==> src/hw/rtl/rtt_pkg.sv <==
`default_nettype none
// ----------------------------------------------------------------------------
// rtt_pkg: shared types and constants of the repeating timer table
// Command and result transactions, the stored timer entry and the cell
// control group.
// ----------------------------------------------------------------------------
package rtt_pkg;

  localparam int SLOTS = 16;
  localparam int CNT_W = $clog2(SLOTS + 1);
  localparam int IDX_W = (SLOTS > 1) ? $clog2(SLOTS) : 1;

  localparam logic [31:0] FOREVER = 32'hFFFF_FFFF;

  localparam logic [1:0] OP_SET  = 2'd0;
  localparam logic [1:0] OP_KILL = 2'd1;
  localparam logic [1:0] OP_TICK = 2'd2;

  localparam logic [1:0] KIND_SET   = 2'd0;
  localparam logic [1:0] KIND_KILL  = 2'd1;
  localparam logic [1:0] KIND_FIRED = 2'd2;
  localparam logic [1:0] KIND_DONE  = 2'd3;

  typedef struct packed {
    logic [1:0]  opcode;
    logic [31:0] timer_id;
    logic [31:0] period_ticks;
    logic [31:0] repeat_count;
  } cmd_t;

  typedef struct packed {
    logic [1:0]  kind;
    logic        ok;
    logic [31:0] fired_id;
    logic        last;
  } result_t;

  typedef struct packed {
    logic [31:0] id;
    logic [31:0] period;
    logic [31:0] repeats;
    logic [31:0] countdown;
  } entry_t;

  typedef struct packed {
    logic shift;
    logic load;
  } cell_ctrl_t;

endpackage
`default_nettype wire

==> src/hw/rtl/rtt_cell.sv <==
`default_nettype none
// ----------------------------------------------------------------------------
// rtt_cell: one timer slot of the table
// Holds one entry; loads from the write port or takes its upper neighbor's
// entry when the row shifts toward slot 0.
// ----------------------------------------------------------------------------
module rtt_cell
  import rtt_pkg::*;
(
  input  wire        clk,
  input  cell_ctrl_t ctrl,
  input  entry_t     load_entry,
  input  entry_t     upper_entry,
  output entry_t     entry
);

  // Load wins over shift: the write index lands after the shift.
  always_ff @(posedge clk) begin
    if (ctrl.load) begin
      entry <= load_entry;
    end else if (ctrl.shift) begin
      entry <= upper_entry;
    end
  end

endmodule
`default_nettype wire

==> src/hw/rtl/repeating_timer_table.sv <==
`default_nettype none
// ----------------------------------------------------------------------------
// repeating_timer_table: ordered table of repeating software timers
// A row of timer cells swept through a single update head at slot 0.
// ----------------------------------------------------------------------------
// Usage:
//   Command channel: a transaction is taken at a rising edge with start high
//   and busy low. cmd carries opcode, timer_id, period_ticks, repeat_count.
//   Result channel: each result sits on result for one cycle with strobe
//   high; result.last marks the final result of a command. The receiver has
//   no way to stall, so every strobed result must be captured.
//   Set (and an unused opcode): one result in the cycle after the command;
//   busy stays low, so a new command may be issued back to back.
//   Kill: the row of N live entries rotates through the head, one entry per
//   cycle. Busy is high for the rotation and the kill status is strobed as
//   busy drops (for an empty table it arrives in the cycle after the
//   command, and busy stays low).
//   Tick: the same rotation emits one fired result in the cycle after each
//   firing entry passes the head, then the tick-done result from the
//   finish state after the rotation; busy stays high through that state
//   (done arrives in the cycle after the command if the table is empty).
//   Rate is set by the single update head: one entry per clock.
//   Reset (rst, synchronous) empties the table and drops any sweep in
//   flight; slot contents are left as they are and never read.
// ----------------------------------------------------------------------------
module repeating_timer_table
  import rtt_pkg::*;
(
  input  wire     clk,
  input  wire     rst,
  input  wire     start,
  output logic    busy,
  input  cmd_t    cmd,
  output logic    strobe,
  output result_t result
);

  typedef enum logic [1:0] {
    ST_IDLE,
    ST_SWEEP,
    ST_FINISH
  } state_t;

  state_t            state;
  logic [CNT_W-1:0]  count;      // live entries in slots 0..count-1
  logic [CNT_W-1:0]  rem;        // entries still to pass the head
  logic [CNT_W-1:0]  kept;       // entries written back so far
  logic              sweep_tick; // sweep is a tick, else a kill
  logic [31:0]       kill_id;
  logic              any;

  entry_t            cells   [SLOTS];
  entry_t            uppers  [SLOTS];
  cell_ctrl_t        ctrls   [SLOTS];

  entry_t            head;
  entry_t            processed;
  entry_t            load_entry;
  logic              fire;
  logic              keep;
  logic              hit;
  logic              accept;
  logic              set_ok;
  logic              wr_en;
  logic [CNT_W-1:0]  wr_pos;
  logic [IDX_W-1:0]  wr_idx;

  assign busy   = (state != ST_IDLE);
  assign accept = start && !busy;
  assign head   = cells[0];
  assign set_ok = (cmd.period_ticks != 32'd0) && (count < CNT_W'(SLOTS));

  // Update head: decide fate of the entry leaving slot 0.
  always_comb begin
    processed = head;
    fire      = 1'b0;
    if (sweep_tick) begin
      fire = (head.countdown <= 32'd1);
      if (fire) begin
        processed.countdown = head.period;
        if (head.repeats == 32'd1) begin
          processed.repeats = 32'd0;
        end else if (head.repeats > 32'd1 && head.repeats != FOREVER) begin
          processed.repeats = head.repeats - 32'd1;
        end
      end else begin
        processed.countdown = head.countdown - 32'd1;
      end
      keep = (processed.repeats != 32'd0);
      hit  = fire;
    end else begin
      keep = (head.id != kill_id);
      hit  = !keep;
    end
  end

  // Write port: during a sweep, a kept entry lands right above the
  // unprocessed part and the earlier kept entries after the shift; a set appends at slot count.
  always_comb begin
    if (state == ST_SWEEP) begin
      wr_en      = keep;
      wr_pos     = rem - CNT_W'(1) + kept;
      load_entry = processed;
    end else begin
      wr_en      = accept && (cmd.opcode == OP_SET) && set_ok;
      wr_pos     = count;
      load_entry = '{id: cmd.timer_id, period: cmd.period_ticks,
                     repeats: cmd.repeat_count, countdown: cmd.period_ticks};
    end
    wr_idx = wr_pos[IDX_W-1:0];
  end

  for (genvar g = 0; g < SLOTS; g++) begin : g_cells
    if (g == SLOTS - 1) begin : g_top
      assign uppers[g] = cells[g];
    end else begin : g_mid
      assign uppers[g] = cells[g+1];
    end
    assign ctrls[g].shift = (state == ST_SWEEP);
    assign ctrls[g].load  = wr_en && (wr_idx == IDX_W'(g));

    rtt_cell u_cell (
      .clk         (clk),
      .ctrl        (ctrls[g]),
      .load_entry  (load_entry),
      .upper_entry (uppers[g]),
      .entry       (cells[g])
    );
  end

  always_ff @(posedge clk) begin
    if (rst) begin
      state  <= ST_IDLE;
      count  <= '0;
      strobe <= 1'b0;
    end else begin
      strobe <= 1'b0;
      unique case (state)
        ST_IDLE: begin
          if (accept) begin
            unique case (cmd.opcode) inside
              OP_SET: begin
                strobe <= 1'b1;
                result <= '{kind: KIND_SET, ok: set_ok, fired_id: 32'd0, last: 1'b1};
                if (set_ok) begin
                  count <= count + CNT_W'(1);
                end
              end
              OP_KILL, OP_TICK: begin
                if (count == '0) begin
                  // Empty table: answer at once.
                  strobe <= 1'b1;
                  result <= '{kind: (cmd.opcode == OP_TICK) ? KIND_DONE : KIND_KILL,
                              ok: 1'b0, fired_id: 32'd0, last: 1'b1};
                end else begin
                  state      <= ST_SWEEP;
                  rem        <= count;
                  kept       <= '0;
                  any        <= 1'b0;
                  sweep_tick <= (cmd.opcode == OP_TICK);
                  kill_id    <= cmd.timer_id;
                end
              end
              default: begin
                strobe <= 1'b1;
                result <= '{kind: KIND_SET, ok: 1'b0, fired_id: 32'd0, last: 1'b1};
              end
            endcase
          end
        end
        ST_SWEEP: begin
          rem  <= rem - CNT_W'(1);
          kept <= kept + CNT_W'(keep);
          any  <= any | hit;
          if (sweep_tick && fire) begin
            strobe <= 1'b1;
            result <= '{kind: KIND_FIRED, ok: 1'b1, fired_id: head.id, last: 1'b0};
          end
          if (rem == CNT_W'(1)) begin
            count <= kept + CNT_W'(keep);
            if (sweep_tick) begin
              state <= ST_FINISH;
            end else begin
              state  <= ST_IDLE;
              strobe <= 1'b1;
              result <= '{kind: KIND_KILL, ok: any | hit, fired_id: 32'd0, last: 1'b1};
            end
          end
        end
        ST_FINISH: begin
          state  <= ST_IDLE;
          strobe <= 1'b1;
          result <= '{kind: KIND_DONE, ok: any, fired_id: 32'd0, last: 1'b1};
        end
        default: begin
          state <= ST_IDLE;
        end
      endcase
    end
  end

  // The table never holds more than SLOTS entries.
  a_count_bound: assert property (@(posedge clk) disable iff (rst)
    count <= CNT_W'(SLOTS))
    else $error("entry count exceeds table size");

  // Written-back entries never outrun the entries already processed.
  a_sweep_order: assert property (@(posedge clk) disable iff (rst)
    (state == ST_SWEEP) |-> (rem != '0) &&
      ({1'b0, kept} + {1'b0, rem} <= {1'b0, count}))
    else $error("sweep bookkeeping out of range");

  // A fired result is never the last of its command.
  a_fired_not_last: assert property (@(posedge clk) disable iff (rst)
    (strobe && result.kind == KIND_FIRED) |-> (!result.last && result.ok))
    else $error("fired result flagged last");

  // A set command answers in the very next cycle.
  a_set_answer: assert property (@(posedge clk) disable iff (rst)
    (accept && cmd.opcode == OP_SET) |=>
      (strobe && result.kind == KIND_SET && result.last))
    else $error("set status missing");

endmodule
`default_nettype wire
==> config.mk <==
export PLATFORM = sky130hd
export DESIGN_NAME = repeating_timer_table
export DESIGN_NICKNAME = d
export VERILOG_FILES = /design/src/hw/rtl/rtt_pkg.sv /design/src/hw/rtl/rtt_cell.sv /design/src/hw/rtl/repeating_timer_table.sv
export SDC_FILE = /design/constraint.sdc
export NUM_CORES = 2
export LEC_CHECK = 0
export BUFFER_PORTS_ARGS = -buffer_cell sky130_fd_sc_hd__buf_2
export CORE_ASPECT_RATIO = 2
export CORE_UTILIZATION = 45
export DETAILED_ROUTE_END_ITERATION = 8
export PLACE_DENSITY_LB_ADDON = 0.1
export SYNTH_ARGS = -nofsm -noshare
export SYNTH_HDL_FRONTEND = slang
export SYNTH_SLANG_ARGS = --single-unit
==> constraint.sdc <==
create_clock -name clk -period 25.6 [get_ports clk]
set_clock_uncertainty 0.2 [all_clocks]
set_input_delay 5.12 -clock clk [delete_from_list [all_inputs] [get_ports clk]]
set_output_delay 5.12 -clock clk [all_outputs]
set_load 0.005 [all_outputs]
======== Yosys cells after proc, flatten, opt, wreduce, memory -nomap -nowiden ========
Index checks and enable logic that the tools add are counted.
storage, ports and cells
  register bits ........................... 2136
  input bits .............................. 101
  word-level logic and storage cells ...... 252
operators by class
  add/subtract/negate cells ............... 6
  $lt $le $gt $ge ......................... 3
  eq/ne operators ......................... 30
  muxes and demuxes ....................... 80
  bitwise gates (word level) .............. 3
  reductions and logical operators ........ 54
operators by type and width
  cell                   number
  $mux 128               31
  $mux 36                5
  $mux 32                5
  $pmux 36 s3            1
  $pmux 36 s2            1
  $mux 64                1
  $reduce_bool 32->1     2
  $sub 32x1->32 const B  2
  $mux 5                 10
  $reduce_bool 2->1      17
  $eq 32x1->1 const B    1
  $eq 4x4->1 const B     8
  $gt 32x1->1 const B    1
  $le 32x1->1 const B    1
  $ne 32x32->1           1
  $ne 32x32->1 const B   1
  $pmux 5 s2             3
  $logic_and 1x1->1      22
  $eq 4x3->1 const B     4
  $reduce_and 5->1       3
  $mux 1                 13
  $mux 2                 6
  $eq 4x2->1 const B     2
  $ne 2x2->1 const B     4
  other kinds (24)       31

======== Depth between registers and ports, before layout ========
  depth in word-level cells ............... 11
  depth in mapped cells ................... 18

======== By module ========
A second synthesis with hierarchy kept.
second synthesis, totals
  cells, all modules ...................... 5399
  area total of the unflattened synthesis .. 95566.7 µm²
modules (own cells, without submodules)
  module                 instances  cells each  area an instance (µm²)
  rtt_cell               16         271         5442.7
  repeating_timer_table  1          1063        8483.1

======== Least setup slack after synthesis ========
Ideal clock, no wire load.
  path type ............................... input port to flip-flop
  start point ............................. input cmd[96] (netlist name)
  end point ............................... register g_cells[3].u_cell.entry[0] (netlist name), enable pin
  setup time .............................. 792 ps
  arrival time ............................ 14876 ps
  required time ........................... 24608 ps
  path slack .............................. 9732 ps
  stages on the path ...................... 8
  buffers on the path ..................... 0
  path through ............................ inv_1 > ha_1 > nor2b_1 > o21ai_0 > nor2_1 > nand2_1 > o21a_1 > o21ai_0
on the way
  longest elaborated chain between the ends .. 6
RTL lines
  what                            line                          RTL
  from (decl)                     repeating_timer_table.sv:33   input cmd_t cmd,
  $logic_not 2->1                 repeating_timer_table.sv:105  wr_en = accept && (cmd.opcode == OP_SET) && set_ok;
  $logic_and 1x1->1 (2 in a row)  repeating_timer_table.sv:105
  $mux 1                          repeating_timer_table.sv:100  if (state == ST_SWEEP) begin
  $logic_and 1x1->1               repeating_timer_table.sv:120  assign ctrls[g].load = wr_en && (wr_idx == IDX_W'(g));
  $reduce_bool 2->1 (no line)     -
  to (signal assigned)            rtt_cell.sv:20                entry <= load_entry;
  to (signal assigned)            rtt_cell.sv:22                entry <= upper_entry;
  to (decl)                       rtt_cell.sv:14                output entry_t entry
Every way passes these cells.
A chain may end at the register's enable or synchronous reset.

======== Final worst setup path ========
  start point ............................. input cmd[49] (netlist name)
  end point ............................... register g_cells[12].u_cell.entry[47] (netlist name), enable pin
on the way
  longest elaborated chain between the ends .. 6
RTL lines
  what                         line                          RTL
  $reduce_bool 32->1           repeating_timer_table.sv:71   assign set_ok = (cmd.period_ticks != 32'd0) && (count < CNT_W'(SLOTS));
  $logic_and 1x1->1            repeating_timer_table.sv:71
  $logic_and 1x1->1            repeating_timer_table.sv:105
  $mux 1                       repeating_timer_table.sv:100
  $logic_and 1x1->1            repeating_timer_table.sv:120
  $reduce_bool 2->1 (no line)  -
  to (signal assigned)         rtt_cell.sv:20
  to (signal assigned)         rtt_cell.sv:22
  to (decl)                    rtt_cell.sv:14
Every way passes these cells.

==> flow_metrics.py <==
metrics = {
    "route": {
        "route.detailed.wl_per_inst_um": 29.16,
        "num_vias": 48195,
        "route.detailed.drc": 0,
        "routed_wl_um": 242700,
        "drt_iter0_markers": 3291,
        "firstDrtPassIters": 6,
        "viasPerCell": 5.791,
        "route.antenna.remaining_nets": 0,
    },
    "critical_path": {
        "path_cells": "buf_2, nor4_1, nand4_1, o21ai_0, nor2_1, nand2_1, nor3_1, buf_4, o21ai_4, buf_4, nand2_4, buf_4, buf_4",
        "path_common_cell": "buf_4",
        "crit_path_top_delay_cell": "buf_4",
        "cp-start-kind": "input pin",
        "cp.required_ns": 25.88,
        "worstPathArrival_ns": 10.10,
        "worst-path-max-fanout": 46,
        "max_stage_delay_ns": 0.73,
        "critPathKind": "input pin to flop",
        "end_kind": "flop",
    },
    "synthesis": {
        "seq_area_frac_synth_pct": 68.70,
        "ys_async_sr_fraction_pct": 0,
        "synth-edff-count": 2128,
        "yosysTopAreaCell": "edfxtp_1",
        "synthDominantCellAreaShare_pct": 68.53,
        "yosysWarningCount": 0,
        "yosys_register_bits": 2136,
        "netlist_instances": 5398,
        "avgSynthCellArea_um2": 17.27,
        "synthDistinctLibCells": 68,
        "synth_nets": 5520,
        "synth_area_um2": 93240,
        "synthTopCellsByArea": "edfxtp_1, mux2_1, mux2_2",
        "ys.flop_type": "edfxtp_1",
    },
    "sta": {
        "finalCriticalPeriod_ns": 9.823,
        "grt_setup_unrepaired": "no",
        "tightest_slew_ns": 1.342,
        "finalHoldViolCount": 0,
        "drv_slew": 0,
        "setup_viol": 0,
        "fin_crit_sh_pct": 38.37,
        "max_freq_ghz": 0.1018,
        "slew_headroom_pct": 10.50,
        "tns_ns": 0,
        "timing.final.ws_setup_ns": 15.78,
    },
    "clock_network": {
        "clock_sinks": 2136,
        "clockBufferDepth": 4,
        "clk_pin_slew_ns": 0.06,
        "cts-resized-gates": 0,
        "cts_tree": "done",
        "insertion_delay_ns": 0.85,
        "cts_buffers": 197,
        "postCtsSetupRepairBufs": 0,
        "cts_root_buf": "clkbuf_16",
        "postCtsHoldBufs": 0,
        "h-tree-depth": 4,
    },
    "grt": {
        "grt_pass1_vias": 50996,
        "grt_overflow_total": 0,
        "grt_pass1_wl_um": 359300,
        "antenna_found_initial": 12,
        "grt_max_degree": 129,
        "grt.total_usage_pct": 23.51,
    },
    "place": {
        "pre_cts_ws_ns": 14.86,
        "routabilityCongestion": 0.8690,
        "io_buffers": 138,
        "hpwl_um": 136000,
    },
    "status": {
        "status": "complete, no violations",
    },
    "cells_and_area": {
        "final_common_cell": "edfxtp_1",
        "fin_util_pct": 49.78,
        "nFillCells": 17359,
        "final_cell_mix": "edfxtp_1, mux2_1, mux2_2, clkbuf_16, nand2_1",
        "nets": 5559,
        "syn2layout_area_growth_pct": 10.04,
        "drive_gt1_share_pct": 22.61,
    },
    "floorplan": {
        "die_area_um2": 209100,
        "num_rows": 236,
        "dieHeight_um": 645.8,
        "fp.coreArea_um2": 206100,
        "io_pins": 139,
        "die_w_um": 323.9,
        "start_util_pct": 45.24,
    },
    "pwr": {
        "power_density_nw_per_um2": 71.72,
        "sw_frac_of_total_pct": 22.75,
        "power.leakage_nw": 33.17,
        "power.internal_mw": 5.685,
        "power_mw": 7.359,
        "p_seq_share_pct": 54.8,
        "peakVddDrop_uv": 54.91,
        "p_sw_mw": 1.674,
        "clockPowerShare_pct": 39.6,
        "power_frac_comb_pct": 5.6,
    },
    "hold_path": {
        "hp-class": "flop to flop",
    },
    "flow_run": {
        "maxCapViolCount": 0,
    },
}
[logic make-up (layout without fill, tap and decap cells)]
group	count (synthesis)	count (layout)	synth area share [%]
adder cells (fa/ha/maj)	21	21	0.2898
other	0	4	0
flip-flops	2136	2136	68.70
AND/OR/NAND/NOR	514	514	2.646
buffers and inverters	436	620	2.360
XOR/XNOR	77	77	0.7233
AO/OA/AOI/OAI	247	247	1.523
multiplexers	1967	1967	23.75
[registers in the layout, indices dropped and copies added (netlist names)]
| name | flops |
|---|---|
| kept | 5 |
| any | 1 |
| state | 2 |
| kill_id | 32 |
| strobe | 1 |
| count | 5 |
| g_cells.u_cell.entry | 2048 |
| rem | 5 |
| result | 36 |
| sweep_tick | 1 |
[synthesized netlist by cell type, types with 26 or more instances]
library cell,number
a21oi_1,108
buf_2,142
buf_4,35
buf_6,34
clkbuf_1,192
edfxtp_1,2128
inv_1,27
mux2_1,1278
mux2_2,688
nand2_1,188
nand4_1,27
nor2_1,128
nor3_1,34
nor4_1,41
o21ai_0,47
o21ai_1,26
xnor2_1,53
[worst max-delay path, delay by kind of cell]
family	cells	cell delay (ns)
and+or+nand+nor	6	1.86
AOI/OAI and AO/OA	2	0.67
buffers and inverters	5	2.22
[final timing paths]
path                                startpoint                           end  slack, ns  cells past startpoint
setup / recovery                       cmd[49]  g_cells[12].u_cell.entry[47]      15.78                     13
hold / removal    g_cells[2].u_cell.entry[106]  g_cells[1].u_cell.entry[106]       0.30                      1
setup reg to reg    g_cells[0].u_cell.entry[0]  g_cells[12].u_cell.entry[47]      17.42                     17
hold reg to reg   g_cells[2].u_cell.entry[106]  g_cells[1].u_cell.entry[106]       0.30                      1
[layout make-up]
class                           count  area (um2)  area share [%]
Tap cell                         2737        3425           3.337
Clock inverter                    107       938.4          0.9145
Antenna cell                        4       10.01        0.009755
Clock buffer                      237        5122           4.992
Inverter                           28       106.4          0.1036
Sequential cell                  2136       64060           62.43
Timing Repair Buffer              248        1604           1.563
Multi-Input combinational cell   2826       27340           26.65
[metrics by stage]
step / hold WS (ns) / cell area, um2 / cells
floorplan: 0.2707 / 93240 / 5398
global placement: 0.2980 / 96540 / 7975
detailed placement: 0.3111 / 96540 / 7975
CTS: 0.3003 / 102600 / 8319
global route: 0.3210 / 102600 / 8320
finish: 0.2982 / 102600 / 8323
[power groups by stage]
stage / combinational [mW] / clock (mW) / sequential [mW]
CTS: 0.420 / 2.99 / 4.04
detailed placement: 0.418 / 0 / 4.11
finish: 0.410 / 2.91 / 4.04
global route: 0.445 / 3.09 / 4.04
floorplan: 0.242 / 0 / 4.11
global placement: 0.414 / 0 / 4.11
[layer usage]
metal	up-vias	wire (um)	track usage, %
met5	-	24	0
met4	4	8970	8.326
met3	404	9942	2.619
li1	20923	-	-
met1	25658	94630	28.41
met2	1206	129100	42.81
No activity file was read; power rests on OpenSTA's default activity.
